===== src/rtl/core/vssl_pkg.sv =====
// Shared types and constants of the velocity setpoint slew limiter.
package vssl_pkg;

  localparam int unsigned LIM_W    = 15;
  localparam int unsigned TICK_W   = 16;
  localparam int unsigned CFG_AW   = 3;
  localparam int unsigned CFG_DW   = 16;
  localparam int unsigned REQ_W    = 2;

  typedef enum logic [REQ_W-1:0] {
    REQ_CMD      = 2'd0,
    REQ_OVERRIDE = 2'd1,
    REQ_TICK     = 2'd2
  } req_type_e;

  localparam logic [CFG_AW-1:0] CFG_MAX_HORIZ = 3'd0;
  localparam logic [CFG_AW-1:0] CFG_MAX_VERT  = 3'd1;
  localparam logic [CFG_AW-1:0] CFG_MAX_TURN  = 3'd2;
  localparam logic [CFG_AW-1:0] CFG_STEP      = 3'd3;
  localparam logic [CFG_AW-1:0] CFG_TIMEOUT   = 3'd4;

  localparam logic [LIM_W-1:0]  RST_MAX_HORIZ = 15'd1500;
  localparam logic [LIM_W-1:0]  RST_MAX_VERT  = 15'd500;
  localparam logic [LIM_W-1:0]  RST_MAX_TURN  = 15'd1000;
  localparam logic [LIM_W-1:0]  RST_STEP      = 15'd40;
  localparam logic [TICK_W-1:0] RST_TIMEOUT   = 16'd12;

  localparam logic [TICK_W-1:0] TICK_MAX = {TICK_W{1'b1}};

endpackage


===== src/rtl/core/vssl_axis.sv =====
// One axis: symmetric clamp of the desired rate, then step-limited move of the current rate.
module vssl_axis #(
  parameter int unsigned RW = 16
) (
  input  logic signed [RW-1:0]            cur_i,
  input  logic signed [RW-1:0]            want_i,
  input  logic [vssl_pkg::LIM_W-1:0]      lim_i,
  input  logic [vssl_pkg::LIM_W-1:0]      step_i,
  output logic signed [RW-1:0]            next_o
);
  import vssl_pkg::*;

  localparam int unsigned EW = ((RW > 16) ? RW : 16) + 2;

  logic signed [EW-1:0] want_e, cur_e, lim_e, step_e, clamp_e, up_e, dn_e, next_e;

  always_comb begin
    want_e = EW'(want_i);
    cur_e  = EW'(cur_i);
    lim_e  = signed'(EW'(lim_i));
    step_e = signed'(EW'(step_i));
    if (want_e > lim_e) begin
      clamp_e = lim_e;
    end else if (want_e < -lim_e) begin
      clamp_e = -lim_e;
    end else begin
      clamp_e = want_e;
    end
    up_e = cur_e + step_e;
    dn_e = cur_e - step_e;
    if (clamp_e > cur_e) begin
      next_e = (up_e < clamp_e) ? up_e : clamp_e;
    end else begin
      next_e = (dn_e > clamp_e) ? dn_e : clamp_e;
    end
    next_o = next_e[RW-1:0];
  end

endmodule


===== src/rtl/core/velocity_setpoint_slew_limiter_unit.sv =====
// Top level of the four-axis velocity setpoint slew limiter.
//
// Requests enter on the s_axis channel: tuser carries the request type
// (command, vertical override, tick), tdata the five rate fields. Only a
// tick request produces a result, the four smoothed rates on m_axis.
// Commands store targets and clear the tick counter; overrides store vz.
// A request is taken into an input register and processed from there by
// a single pass of clamp and slew logic per axis; a tick result is held
// in the result register, which drives m_axis. Throughput is one request
// per cycle while the receiver does not stall, set by the input register
// feeding the result register directly. If the receiver stalls with a
// result pending, the result register holds it; a further tick waits in
// the input register, and s_axis_tready_o drops only while both are full.
// Non-tick requests still drain. Reset clears all rates, the override,
// the tick counter and both valid flags, and loads the register defaults.
// The config port is a plain write port, written only while the block is
// idle: the user must keep to this, as the block does not enforce it.
module velocity_setpoint_slew_limiter_unit #(
  parameter int unsigned RATE_WIDTH = 16
) (
  input  logic                             clk_i,
  input  logic                             rst_ni,
  input  logic                             cfg_we_i,
  input  logic [vssl_pkg::CFG_AW-1:0]      cfg_addr_i,
  input  logic [vssl_pkg::CFG_DW-1:0]      cfg_wdata_i,
  input  logic                             s_axis_tvalid_i,
  output logic                             s_axis_tready_o,
  // cmd_vx, cmd_vy, cmd_vz, cmd_yaw, override_vz, zero pad
  input  logic [((5*RATE_WIDTH+7)/8)*8-1:0] s_axis_tdata_i,
  // req_type
  input  logic [vssl_pkg::REQ_W-1:0]       s_axis_tuser_i,
  output logic                             m_axis_tvalid_o,
  input  logic                             m_axis_tready_i,
  // out_vx, out_vy, out_vz, out_yaw, zero pad
  output logic [((4*RATE_WIDTH+7)/8)*8-1:0] m_axis_tdata_o
);
  import vssl_pkg::*;

  localparam int unsigned RW    = RATE_WIDTH;
  localparam int unsigned AXES  = 4;
  localparam int unsigned AX_Z  = 2;
  localparam int unsigned OUT_W = ((4*RATE_WIDTH+7)/8)*8;

  logic [LIM_W-1:0]  max_h_q, max_v_q, max_t_q, step_q;
  logic [TICK_W-1:0] timeout_q;

  logic                 in_valid_q;
  logic [REQ_W-1:0]     in_type_q;
  logic signed [RW-1:0] in_cmd_q [AXES];
  logic signed [RW-1:0] in_ovr_q;

  logic signed [RW-1:0] target_q [AXES];
  logic signed [RW-1:0] target_d [AXES];
  logic signed [RW-1:0] cur_q    [AXES];
  logic signed [RW-1:0] cur_d    [AXES];
  logic signed [RW-1:0] want     [AXES];
  logic signed [RW-1:0] next_rate[AXES];
  logic [LIM_W-1:0]     lim      [AXES];
  logic signed [RW-1:0] ovr_q, ovr_d;
  logic                 ovr_on_q, ovr_on_d;
  logic [TICK_W-1:0]    ticks_q, ticks_d;
  logic [TICK_W-1:0]    ticks_d_r;
  logic                 stale;

  logic                 out_valid_q, out_valid_d;
  logic [OUT_W-1:0]     out_data_q, out_data_d;

  logic is_tick, fire, in_take;

  assign is_tick         = (in_type_q == REQ_TICK);
  assign fire            = in_valid_q && (!is_tick || !out_valid_q || m_axis_tready_i);
  assign s_axis_tready_o = !in_valid_q || fire;
  assign in_take         = s_axis_tvalid_i && s_axis_tready_o;

  // configuration
  always_ff @(posedge clk_i or negedge rst_ni) begin
    if (!rst_ni) begin
      max_h_q   <= RST_MAX_HORIZ;
      max_v_q   <= RST_MAX_VERT;
      max_t_q   <= RST_MAX_TURN;
      step_q    <= RST_STEP;
      timeout_q <= RST_TIMEOUT;
    end else if (cfg_we_i) begin
      unique case (cfg_addr_i)
        CFG_MAX_HORIZ: max_h_q   <= cfg_wdata_i[LIM_W-1:0];
        CFG_MAX_VERT:  max_v_q   <= cfg_wdata_i[LIM_W-1:0];
        CFG_MAX_TURN:  max_t_q   <= cfg_wdata_i[LIM_W-1:0];
        CFG_STEP:      step_q    <= cfg_wdata_i[LIM_W-1:0];
        CFG_TIMEOUT:   timeout_q <= cfg_wdata_i[TICK_W-1:0];
        default: ;
      endcase
    end
  end

  // input register
  always_ff @(posedge clk_i or negedge rst_ni) begin
    if (!rst_ni) begin
      in_valid_q <= 1'b0;
    end else if (s_axis_tready_o) begin
      in_valid_q <= s_axis_tvalid_i;
    end
  end

  always_ff @(posedge clk_i) begin
    if (in_take) begin
      in_type_q <= s_axis_tuser_i;
      for (int i = 0; i < AXES; i++) begin
        in_cmd_q[i] <= s_axis_tdata_i[i*RW +: RW];
      end
      in_ovr_q <= s_axis_tdata_i[4*RW +: RW];
    end
  end

  // desired rates
  always_comb begin
    ticks_d = (ticks_q != TICK_MAX) ? ticks_q + 1'b1 : ticks_q;
    stale   = ticks_d > timeout_q;
    for (int i = 0; i < AXES; i++) begin
      want[i] = stale ? '0 : target_q[i];
    end
    if (ovr_on_q) begin
      want[AX_Z] = ovr_q;
    end
    lim[0] = max_h_q;
    lim[1] = max_h_q;
    lim[2] = max_v_q;
    lim[3] = max_t_q;
  end

  for (genvar g = 0; g < AXES; g++) begin : g_axis
    vssl_axis #(.RW(RW)) u_axis (
      .cur_i  (cur_q[g]),
      .want_i (want[g]),
      .lim_i  (lim[g]),
      .step_i (step_q),
      .next_o (next_rate[g])
    );
  end

  // state update
  always_comb begin
    logic [TICK_W-1:0] ticks_n;
    ticks_n     = ticks_q;
    target_d    = target_q;
    cur_d       = cur_q;
    ovr_d       = ovr_q;
    ovr_on_d    = ovr_on_q;
    out_valid_d = m_axis_tready_i ? 1'b0 : out_valid_q;
    out_data_d  = out_data_q;
    if (fire) begin
      case (in_type_q)
        REQ_CMD: begin
          target_d = in_cmd_q;
          ticks_n  = '0;
        end
        REQ_OVERRIDE: begin
          ovr_d    = in_ovr_q;
          ovr_on_d = (in_ovr_q != '0);
        end
        REQ_TICK: begin
          ticks_n     = ticks_d;
          cur_d       = next_rate;
          out_valid_d = 1'b1;
          out_data_d  = '0;
          for (int i = 0; i < AXES; i++) begin
            out_data_d[i*RW +: RW] = next_rate[i];
          end
        end
        default: ;
      endcase
    end
    ticks_d_r = ticks_n;
  end

  always_ff @(posedge clk_i or negedge rst_ni) begin
    if (!rst_ni) begin
      for (int i = 0; i < AXES; i++) begin
        target_q[i] <= '0;
        cur_q[i]    <= '0;
      end
      ovr_q       <= '0;
      ovr_on_q    <= 1'b0;
      ticks_q     <= '0;
      out_valid_q <= 1'b0;
    end else begin
      target_q    <= target_d;
      cur_q       <= cur_d;
      ovr_q       <= ovr_d;
      ovr_on_q    <= ovr_on_d;
      ticks_q     <= ticks_d_r;
      out_valid_q <= out_valid_d;
    end
  end

  always_ff @(posedge clk_i) begin
    out_data_q <= out_data_d;
  end

  assign m_axis_tvalid_o = out_valid_q;
  assign m_axis_tdata_o  = out_data_q;

  a_result_from_tick: assert property (@(posedge clk_i) disable iff (!rst_ni)
    $rose(out_valid_q) |-> $past(fire && is_tick))
    else $error("result raised without a tick request");

  a_cmd_clears_ticks: assert property (@(posedge clk_i) disable iff (!rst_ni)
    fire && (in_type_q == REQ_CMD) |=> (ticks_q == '0))
    else $error("command did not restart tick counter");

  a_rates_hold: assert property (@(posedge clk_i) disable iff (!rst_ni)
    fire && !is_tick |=> ($stable(cur_q[0]) && $stable(cur_q[1]) &&
                          $stable(cur_q[2]) && $stable(cur_q[3])))
    else $error("current rates changed on a non-tick request");

  a_no_overwrite: assert property (@(posedge clk_i) disable iff (!rst_ni)
    out_valid_q && !m_axis_tready_i |=> out_valid_q && $stable(out_data_q))
    else $error("pending result lost");

endmodule


===== config.mk =====
export PLATFORM = sky130hd
export DESIGN_NAME = velocity_setpoint_slew_limiter_unit
export DESIGN_NICKNAME = d
export VERILOG_FILES = /design/src/rtl/core/vssl_pkg.sv /design/src/rtl/core/vssl_axis.sv /design/src/rtl/core/velocity_setpoint_slew_limiter_unit.sv
export SDC_FILE = /design/constraint.sdc
export NUM_CORES = 1
export LEC_CHECK = 0
export BUFFER_PORTS_ARGS = -buffer_cell sky130_fd_sc_hd__buf_2
export CORE_MARGIN = 1.5
export CORE_UTILIZATION = 40
export DETAILED_ROUTE_END_ITERATION = 12
export PLACE_DENSITY_LB_ADDON = 0.3
export SLEW_MARGIN = 20
export SYNTH_ARGS = -nofsm -noshare
export SYNTH_HDL_FRONTEND = slang
export SYNTH_SLANG_ARGS = --single-unit
export TNS_END_PERCENT = 50

===== constraint.sdc =====
create_clock -name clk_i -period 9.8 [get_ports clk_i]
set_input_delay 2.45 -clock clk_i [delete_from_list [all_inputs] [get_ports clk_i]]
set_output_delay 2.45 -clock clk_i [all_outputs]
set_load 0.01 [all_outputs]

======== Word level (Yosys, flattened, before mapping) ========
Index checks and enable logic that the tools add are counted.
word-level totals
  memory bits (writable) .................. 0
  input port bits ......................... 106
  latch bits .............................. 0
  memories kept ........................... 0
  ROM bits ................................ 0
  bits in registers ....................... 385
  output and inout bits ................... 66
cells by class
  eq/ne operators ......................... 7
  reductions and logical operators ........ 21
  multiplexer cells ....................... 30
  add/subtract/negate cells ............... 12
  $lt $le $gt $ge ......................... 21
  shift operators ......................... 0
  div/mod/pow operators ................... 0
  $mul .................................... 0
  bitwise operators ....................... 0
operators with widths
  cell                                           number
  two-way mux 16 bit                             18
  two-way mux 18 bit                             8
  greater-than comparator 16 bit                 5
  greater-than comparator 17 x 18 -> 1 bit       4
  greater-than comparator 18 x 16 -> 1 bit       4
  < comparator 16 x 18 -> 1 bit                  4
  < comparator 17 x 18 -> 1 bit                  4
  adder 16 x 16 -> 17 bit                        4
  subtractor 16 x 16 -> 17 bit                   4
  negation 15 -> 18 bit                          3
  one-hot mux 16 bit (2 select lines)            1
  AND reduction 2 bit                            9
  adder 16 x 1 -> 16 bit, second input constant  1
  inequality test 16 bit, second input constant  1
  nonzero test 16 bit                            1
  == test 3 x 2 -> 1 bit, second input constant  2
  == test 3 x 1 -> 1 bit, second input constant  1
  == test 3 bit, second input constant           1
  zero test 1 bit                                3
  zero test 3 bit                                1
  logical OR 1 bit                               3
  two-way mux 1 bit                              3
  == test 2 x 1 -> 1 bit, second input constant  1
  == test 2 bit, second input constant           1
  other kinds (3)                                4

======== Logic depth before layout (Yosys ltp) ========
Gate-level depths: netlist of the first run.
  word-level depth ........................ 11
  gate-level depth with buffers ........... 49
  mapped depth without buffers ............ 42

======== By module ========
A second synthesis of the first run with hierarchy kept.
unflattened totals
  cell total of the unflattened synthesis .. 3884
  area total of the unflattened synthesis .. 33982.6 um2
by module, submodules not included
  module                               times used  sequential area each (um2)  cells each  area an instance (um2)
  velocity_setpoint_slew_limiter_unit  1           10393.7                     1215        14930.6
  vssl_axis (g_axis[3].u_axis)         1           0.0                         689         4953.5
  vssl_axis (g_axis[2].u_axis)         1           0.0                         660         4745.8
  vssl_axis (g_axis[0].u_axis)         1           0.0                         667         4699.5
  vssl_axis (g_axis[1].u_axis)         1           0.0                         653         4653.2

======== Worst setup path before layout of the first run ========
Ideal clock, no wire load.
  path kind ............................... register to register
  start point ............................. reg ticks_q[3]
  end point ............................... reg cur_q[26] (netlist name)
  data arrival time ....................... 9.826 ns
  slack ................................... -0.129 ns
  setup time .............................. 0.104 ns
  cell stages (with the launch flop) ...... 45
  period minus slack after synthesis ...... 9.929 ns
  cells stage by stage .................... dfrtp_1 clkbuf_1 nand4_1 nor4_1 nor2b_1 nand2_1 o21ai_1 nor2_1 nand3_1 xnor2_1 ha_1 nand4_1 nor2_1 o2bb2ai_1 o31ai_1 clkbuf_1 clkbuf_1 clkbuf_1 [... 9 more ...] clkbuf_1 o21ai_0 a22oi_1 inv_1 ha_1 a21o_1 a21o_1 a21o_1 a21o_1 a21o_1 a2111o_1 a211o_1 o21ai_1 o21ai_1 a211oi_2 clkbuf_1 nor3_2 o41ai_2
between the ends
  word-level cells in the longest chain between the ends .. 11
  elaborated cells between the ends (all ways) .. 16
  those cells by class .................... 1 x add/sub; 6 x order compare; 1 x eq/ne; 8 x mux
ends and longest elaborated chain
  element                                                                                           line                                        text
  from (decl)                                                                                       velocity_setpoint_slew_limiter_unit.sv:61   logic [TICK_W-1:0] ticks_q, ticks_d;
  from (signal assigned)                                                                            velocity_setpoint_slew_limiter_unit.sv:190  ticks_q <= ticks_d_r;
  adder 16 x 1 -> 16 bit / inequality test 16 bit (equally long branches)                           velocity_setpoint_slew_limiter_unit.sv:116  ticks_d = (ticks_q != TICK_MAX) ? ticks_q + 1'b1 : ticks_q;
  two-way mux 16 bit *                                                                              velocity_setpoint_slew_limiter_unit.sv:116
  greater-than comparator 16 bit *                                                                  velocity_setpoint_slew_limiter_unit.sv:117  stale = ticks_d > timeout_q;
  two-way mux 16 bit *                                                                              velocity_setpoint_slew_limiter_unit.sv:119  want[i] = stale ? '0 : target_q[i];
  two-way mux 16 bit *                                                                              velocity_setpoint_slew_limiter_unit.sv:121  if (ovr_on_q) begin
  < comparator 16 x 18 -> 1 bit                                                                     vssl_axis.sv:24                             end else if (want_e < -lim_e) begin
  two-way mux 18 bit                                                                                vssl_axis.sv:24
  two-way mux 18 bit *                                                                              vssl_axis.sv:22                             if (want_e > lim_e) begin
  greater-than comparator 17 x 18 -> 1 bit / < comparator 17 x 18 -> 1 bit (equally long branches)  vssl_axis.sv:34, vssl_axis.sv:32
  two-way mux 16 bit (on tied branches)                                                             vssl_axis.sv:34, vssl_axis.sv:32
  two-way mux 16 bit *                                                                              vssl_axis.sv:31                             if (clamp_e > cur_e) begin
  to (signal assigned)                                                                              velocity_setpoint_slew_limiter_unit.sv:187  cur_q <= cur_d;
  to (decl)                                                                                         velocity_setpoint_slew_limiter_unit.sv:54   logic signed [RW-1:0] cur_q [AXES];
Mark *: on every way between the ends. The rest lies on a longest branch, timed or not.
A chain may end at the register's enable or synchronous reset.

======== Final worst setup path of the first run ========
  start point ............................. reg ticks_q[3]
  end point ............................... reg out_data_q[47] (netlist: m_axis_tdata_o[47]), data pin
between the ends
  word-level cells in the longest chain between the ends .. 11
  elaborated cells between the ends (all ways) .. 16
  those cells by class .................... 1 x add/sub; 6 x order compare; 1 x eq/ne; 8 x mux
ends and longest elaborated chain
  element                                                                                           line                                        text
  adder 16 x 1 -> 16 bit / inequality test 16 bit (equally long branches)                           velocity_setpoint_slew_limiter_unit.sv:116
  two-way mux 16 bit *                                                                              velocity_setpoint_slew_limiter_unit.sv:116
  greater-than comparator 16 bit *                                                                  velocity_setpoint_slew_limiter_unit.sv:117
  two-way mux 16 bit *                                                                              velocity_setpoint_slew_limiter_unit.sv:119
  two-way mux 16 bit *                                                                              velocity_setpoint_slew_limiter_unit.sv:121
  < comparator 16 x 18 -> 1 bit                                                                     vssl_axis.sv:24
  two-way mux 18 bit                                                                                vssl_axis.sv:24
  two-way mux 18 bit *                                                                              vssl_axis.sv:22
  greater-than comparator 17 x 18 -> 1 bit / < comparator 17 x 18 -> 1 bit (equally long branches)  vssl_axis.sv:34, vssl_axis.sv:32
  two-way mux 16 bit (on tied branches)                                                             vssl_axis.sv:34, vssl_axis.sv:32
  two-way mux 16 bit *                                                                              vssl_axis.sv:31
  net g_axis[2].u_axis.next_e[15]                                                                   vssl_axis.sv:15                             logic signed [EW-1:0] want_e, cur_e, lim_e, step_e, clamp_e, up_e, dn_e, next_e;
  to (signal assigned)                                                                              velocity_setpoint_slew_limiter_unit.sv:196  out_data_q <= out_data_d;
  to (decl)                                                                                         velocity_setpoint_slew_limiter_unit.sv:66   logic [OUT_W-1:0] out_data_q, out_data_d;
Mark *: on every way through the listed nets, which the timed path passes. The rest lies on a longest branch.

==> results of run 1 <==
timing repair:
action	4_1_cts	5_1_grt
resized for setup	0	22
buffers inserted	0	5
endpoints found under the setup margin	0	116
registers in the layout, summed over array words and instances, names as in the netlist:
signal,flops
target_q,64
max_h_q,15
ovr_on_q,1
in_valid_q,1
ticks_q,16
m_axis_tvalid_o,1
ovr_q,16
max_t_q,15
in_type_q,2
step_q,15
m_axis_tdata_o,64
in_ovr_q,16
timeout_q,16
cur_q,64
max_v_q,15
in_cmd_q,64
synth_stat cells (35+ instances only):
| library cell | number |
|---|---|
| sky130_fd_sc_hd__dfrtp_1 | 216 |
| sky130_fd_sc_hd__and2_1 | 49 |
| sky130_fd_sc_hd__o211ai_1 | 35 |
| sky130_fd_sc_hd__ha_1 | 468 |
| sky130_fd_sc_hd__nor2_1 | 184 |
| sky130_fd_sc_hd__o21a_1 | 59 |
| sky130_fd_sc_hd__nor3_1 | 73 |
| sky130_fd_sc_hd__inv_1 | 337 |
| sky130_fd_sc_hd__xnor2_1 | 113 |
| sky130_fd_sc_hd__a21oi_1 | 176 |
| sky130_fd_sc_hd__o21ai_0 | 181 |
| sky130_fd_sc_hd__xor2_1 | 36 |
| sky130_fd_sc_hd__nand2b_1 | 35 |
| sky130_fd_sc_hd__nand4_1 | 57 |
| sky130_fd_sc_hd__nand2_1 | 274 |
| sky130_fd_sc_hd__nor2b_1 | 49 |
| sky130_fd_sc_hd__edfxtp_1 | 146 |
| sky130_fd_sc_hd__mux2_2 | 151 |
| sky130_fd_sc_hd__nand3_1 | 59 |
| sky130_fd_sc_hd__clkbuf_1 | 102 |
| sky130_fd_sc_hd__a21o_1 | 97 |
kinds of logic (layout without fill, tap and decap cells):
family	Yosys count	after routing	synth area share (%)
AO/OA/AOI/OAI	844	845	18.0
XOR/XNOR	149	149	4.14
adder cells (fa/ha/maj)	478	478	19.2
buffers and inverters	457	729	5.56
flip-flops	385	385	33.0
multiplexers	186	186	6.55
AND/OR/NAND/NOR	877	877	13.6
area by class of cell:
type / instances / area (µm²)
fillers: 7504 / 41900
multi-input cells: 2535 / 19500
flip-flops and latches: 385 / 10400
repair buffers: 304 / 1900
well taps: 1040 / 1300
inverters: 339 / 1280
clock buffers: 63 / 1270
clock inverters: 23 / 218
worst paths after layout:
path | start | endpoint | slack, ns | cells past startpoint
setup reg to reg | ticks_q[3]$_DFFE_PN0P_ | m_axis_tdata_o[47]$_DFFE_PP_ | 0.56 | 36
min in group asynchronous | rst_ni | target_q[59]$_DFFE_PN0P_ | 1.77 | 1
setup / recovery | ticks_q[3]$_DFFE_PN0P_ | m_axis_tdata_o[47]$_DFFE_PP_ | 0.56 | 36
hold reg to reg | in_cmd_q[57]$_DFFE_PP_ | target_q[57]$_DFFE_PN0P_ | 0.47 | 1
hold / removal | in_cmd_q[57]$_DFFE_PP_ | target_q[57]$_DFFE_PN0P_ | 0.47 | 1
max in group asynchronous | rst_ni | cur_q[14]$_DFFE_PN0P_ | 6.74 | 2
metrics by stage:
stage / setup WS (ns) / instances / TNS, ns / instance area (µm²) / util (%)
finish: 0.558 / 4689 / 0 / 35900 / 46.1
global route: -0.0301 / 4689 / -0.0704 / 35900 / 46.1
CTS: 0.111 / 4683 / 0 / 35800 / 46.0
detailed placement: 0.149 / 4597 / 0 / 34300 / 44.1
global placement: 0.311 / 4597 / 0 / 34300 / 44.1
floorplan: 0.0133 / 3376 / 0 / 31500 / -
layer usage:
metal	vias to the layer above	part of all wire, %
li1	12700	-
met1	12500	48
met2	834	42
met3	156	5.8
met4	2	3.8
met5	-	0.013
==> metrics.md, run 1 <==
| Metric | Value |
|---|---|
| Result of the run | finished clean |
| Chip Height | 284 µm |
| Number of enable flip-flop cells after synthesis | between 100 and 150 |
| First-pass GRT wire length | 148 mm |
| Leading cell type in the layout, fill and taps excluded | sky130_fd_sc_hd__ha_1 |
| Synthesized netlist cell count | about 3400 |
| DR iter-0 viols | 1969 |
| Startpoint kind of the worst setup timing path | register |
| Drt pass-1 iters | 5 |
| Standard-cell row count | approximately 100 |
| Type of element capturing the critical path | register |
| Number of global-route vias before repair | roughly 25000 |
| Overflow left after global routing | 0 |
| Met1 track demand over resource | between 30 and 40% |
| DRC violation count after routing | 0 |
| Portion of the post-synthesis area used by sequential elements | 33.0% |
| Worst min-delay path category | register to register |
| Most used flip-flop cell after synthesis | sky130_fd_sc_hd__dfrtp_1 |
| Hold Fails Final Rpt | 0 |
| Fraction of layout cells with a size suffix above 1 | roughly 16% |
| Global routing usage on met3 | 2.37% |
| Critical-path maximum fanout | 14 |
| Insertion delay of the later-clocked pin in the worst-skew pair | 0.61 ns |
| Count of distinct cell types in the synthesized netlist | between 90 and 100 |
| Total of endpoints with negative setup slack in the final report | 0 |
| CTS Root Cell | sky130_fd_sc_hd__clkbuf_16 |
| Worst slew pin tran | ~1.1 ns |
| Max_slew headroom | a little over a quarter |
| Max Slew Vio Count | 0 |
| Post-CTS Hold Fix Bufs | 0 |
| Via count | 26300 |
| Seq cells post-synth | 385 |
| WL per Instance | 20.6 µm |
| Syn. warnings | 0 |
| Largest buffer count on any clock path | 3 |
| GP Congestion | approximately 0.93 |
| Number of buffer cells added on primary ports | roughly 170 |
| Buffers & Inverters on Critical Path | 5 |
| Largest net degree at the start of global routing | 94 |
| Worst slack on hold paths | ~0.47 ns |
| Antenna viol nets, final | 0 |
| Class of the most critical setup path | register to register |
| Busiest layer in global routing | met2 |
| Global-route usage over all layers | 23.4% |
| Share of flip-flops with an asynchronous set or reset | a little over 60% |
| CP arrival | between 9 and 10 ns |
| Slowest stage delay, CP | around 0.52 ns |
| Cell area after synthesis | approximately 32000 µm² |
| CP top delay family | compound AO/OA/AOI/OAI gates |
| Largest cells by area after synthesis | sky130_fd_sc_hd__ha_1 19%, sky130_fd_sc_hd__dfrtp_1 17%, sky130_fd_sc_hd__edfxtp_1 14%, sky130_fd_sc_hd__mux2_2 5.4%, sky130_fd_sc_hd__inv_1 4.0% |
| Post-route clock skew | roughly 0.023 ns |
| Avg Synthesized Cell Area | 9.34 µm² |
| Layout-stage area growth over the synthesis result | 13.8% |
| Max Clock Freq | roughly 110 MHz |
| Detailed-placement wirelength estimate | around 76 mm |
| Required time at the endpoint of the critical path | 10.15 ns |
| Number of antenna cells inserted | 0 |
| Count of pins on the block boundary | between 150 and 200 |
| Reg clk slew, reported paths | 0.06 ns |
| Avg Vias per Cell | roughly 5.6 |
| Area fraction of the dominant cell type after synthesis | a little under a fifth |
| Clock tree from TritonCTS | yes |
| Most used cells in the layout excluding fill and tap cells | 468 x sky130_fd_sc_hd__ha_1, 337 x sky130_fd_sc_hd__inv_1, 274 x sky130_fd_sc_hd__nand2_1 |
| Number of nets produced by synthesis | between 3000 and 4000 |
| Met2 demand-to-capacity share in global routing | about a third |
| Number of antenna violations at the first check in global routing | 1 |
| Period Utilization, post-route | 94.3% |
| DIE AREA | a little over 80000 µm² |
| Number of violations of the max-capacitance limit | 0 |
| Core area | 77700 µm² |
| Slowest-stage cell, CP | sky130_fd_sc_hd__a22oi_1 |
| H-tree levels | 2 |
| Cell type with the largest total area after synthesis | sky130_fd_sc_hd__ha_1 |
| Die Span X | ~280 µm |
| Total number of nets in the final design | roughly 4200 |
| Min cycle time layout | approximately 9 ns |
| Initial cell density of the core | around two fifths |
| Number of clock buffers inserted by TritonCTS | between 40 and 50 |
| # clock sinks | ~390 |
| Detailed-route wire length | slightly below 100 mm |
Power of run 1 is not shown: default switching activity piles up to over one toggle a cycle in this logic, so the estimate is an artifact.
==> run 2: changes to the inputs <==
- CORE_ASPECT_RATIO: not set -> 0.7
- CORE_UTILIZATION: 40 -> 55
- GPL_TIMING_DRIVEN: not set -> 0
==> metrics.md, run 2 (synthesis gave the netlist of run 1 again) <==
| Metric | Value |
|---|---|
| Worst slack on hold paths | 0.474 ns (+0.00206 ns) |
| CTS Root Cell | sky130_fd_sc_hd__clkbuf_16 |
| Leading cell type in the layout, fill and taps excluded | sky130_fd_sc_hd__ha_1 |
| Number of clock buffers inserted by TritonCTS | 40 (-13%) |
| GP Congestion | 1.00 (+8.4%) |
| Critical-path maximum fanout | 10 (-4) |
| Number of antenna violations at the first check in global routing | 0 (-1) |
| Startpoint kind of the worst setup timing path | register |
| Total of endpoints with negative setup slack in the final report | 0 (unchanged) |
| Number of antenna cells inserted | 0 (unchanged) |
| Via count | 27200 (+3.7%) |
| Max_slew headroom | 22.4% (-4.6 points) |
| Flip-flop and latch area | 10400 µm² (about the same) |
| Clock tree from TritonCTS | yes |
| Class of the most critical setup path | register to register |
| Most used cells in the layout excluding fill and tap cells | 464 x sky130_fd_sc_hd__ha_1, 336 x sky130_fd_sc_hd__inv_1, 273 x sky130_fd_sc_hd__nand2_1 |
| DR iter-0 viols | 3595 (+83%) |
| Core area | 56700 µm² (-27%) |
| Layout-stage area growth over the synthesis result | 14.7% |
| # clock sinks | 385 (unchanged) |
| Setup repair after global routing missed its margin | true |
| Standard-cell row count | 73 (-28%) |
| Slowest-stage cell, CP | sky130_fd_sc_hd__o311ai_0 |
| DIE AREA | 58800 µm² (-27%) |
| CP arrival | 10.13 ns (+0.54 ns) |
| Type of element capturing the critical path | register |
| Total number of nets in the final design | 4214 (+0.50%) |
| Detailed-route wire length | 97.3 mm (+0.95%) |
| Number of buffer cells added on primary ports | 171 (unchanged) |
| Max Clock Freq | 104 MHz (-3.5%) |
| First-pass GRT wire length | 146 mm (-0.82%) |
| Fraction of layout cells with a size suffix above 1 | 17.4% (+0.92 points) |
| Avg Vias per Cell | 6.17 (+10%) |
| Cell repeated most along the worst path | sky130_fd_sc_hd__o21a_1 |
| Post-route clock skew | 0.0601 ns (+0.0369 ns) |
| Die Span X | 289 µm (+1.9%) |
| Multi-input gate area | 20100 µm² (+3.2%) |
| Largest buffer count on any clock path | 3 (unchanged) |
| Fill cell total of the finished layout | 4672 (-38%) |
| Number of global-route vias before repair | 24600 (-2.0%) |
| Hold Fails Final Rpt | 0 (unchanged) |
| Count of pins on the block boundary | 172 (unchanged) |
| Global-route usage over all layers | 32.6% (+9.2 points) |
| Overflow left after global routing | 0 (unchanged) |
| H-tree levels | 2 (unchanged) |
| Insertion delay of the later-clocked pin in the worst-skew pair | 0.62 ns (about the same) |
| Reg clk slew, reported paths | 0.07 ns (about the same) |
| Min cycle time layout | 9.57 ns (+0.333 ns) |
| Worst min-delay path category | register to register |
| Post-CTS Hold Fix Bufs | 0 (unchanged) |
| Number of violations of the max-capacitance limit | 0 (unchanged) |
| Max Slew Vio Count | 0 (unchanged) |
| Chip Height | 203 µm (-28%) |
| Worst slew pin tran | 1.16 ns (+0.0744 ns) |
| DRC violation count after routing | 0 (unchanged) |
| Largest net degree at the start of global routing | 99 (+5.3%) |
| Antenna viol nets, final | 0 (unchanged) |
| Period Utilization, post-route | 97.7% (+3.4 points) |
| Required time at the endpoint of the critical path | 10.36 ns (+0.21 ns) |
| Result of the run | finished clean |
| Slowest stage delay, CP | 0.78 ns (+0.26 ns) |
| Detailed-placement wirelength estimate | 75.4 mm (-0.94%) |
| Drt pass-1 iters | 7 (+2) |
| WL per Instance | 22.1 µm (+7.2%) |
| Initial cell density of the core | 55.6% (+15 points) |
## run 2: cell types whose count changed in the layout (fill, tap and decap cells not counted), moves of 9 or more
cell	before	now
sky130_fd_sc_hd__buf_4	130	44
sky130_fd_sc_hd__clkbuf_2	0	10
sky130_fd_sc_hd__clkbuf_1	13	76
sky130_fd_sc_hd__o21ai_0	176	160
sky130_fd_sc_hd__mux2i_1	34	21
sky130_fd_sc_hd__mux2i_2	0	9
## run 2: metrics by stage
| step | area (µm²) | util [%] | cells | setup WS, ns | setup TNS, ns |
|---|---|---|---|---|---|
| final | 36100 | 63.7 | 4414 | 0.225 | 0 |
| after global routing | 36100 | 63.7 | 4414 | -0.135 | -1.05 |
| after CTS | 35500 | 62.6 | 4398 | 0.00384 | 0 |
| after detailed placement | 33500 | 59.0 | 4303 | -3.66 | -355.18 |
| after global placement | 33300 | 58.7 | 4297 | -3.87 | -386.25 |
| after floorplan | 31500 | - | 3376 | 0.0133 | 0 |
## run 2: path summary, 6_finish.rpt
kind	end	start	cells past startpoint	slack, ns
worst max-delay path	cur_q[6]$_DFFE_PN0P_	ticks_q[4]$_DFFE_PN0P_	42	0.23
worst min-delay path	target_q[20]$_DFFE_PN0P_	in_cmd_q[20]$_DFFE_PP_	1	0.47
worst max register to register	cur_q[6]$_DFFE_PN0P_	ticks_q[4]$_DFFE_PN0P_	42	0.23
worst min register to register	target_q[20]$_DFFE_PN0P_	in_cmd_q[20]$_DFFE_PP_	1	0.47
max in group asynchronous	target_q[41]$_DFFE_PN0P_	rst_ni	3	6.61
min in group asynchronous	cur_q[7]$_DFFE_PN0P_	rst_ni	1	1.88
## run 2: cell type report
cell class | instances | share of cell area, %
Tap cell | 750 | 2.60
Sequential cell | 385 | 28.8
Buffer | 114 | 1.62
Clock buffer | 48 | 2.91
Clock inverter | 26 | 1.22
Multi-Input combinational cell | 2534 | 55.7
Inverter | 339 | 3.52
Timing Repair Buffer | 218 | 3.66
## run 2: layer usage
metal / GRT usage (%) / routed length (µm)
met3: 9.21 / 11800
met4: 8.00 / 2620
met5: 0 / 0
met2: 42.2 / 36800
met1: 51.8 / 46100
## run 2: critical path: cells and delay by family (launching register included)
| kind | cells | cell delay, ns |
|---|---|---|
| fa+ha+maj | 3 | 0.91 |
| simple gates | 9 | 1.50 |
| buf+inv | 6 | 1.07 |
| flops | 1 | 0.42 |
| compound gates | 22 | 5.18 |
| mux | 1 | 0.29 |
| xor+xnor | 1 | 0.17 |
## run 2: repair_timing
| item | 4_1_cts | 5_1_grt |
|---|---|---|
| setup endpoints to repair | 128 | 128 |
| cloned | 1 | 1 |
| buffers inserted | 23 | 16 |
| gates resized for setup | 115 | 136 |
| pin swaps | 12 | 22 |
Power of run 2 is left out for the same reason.
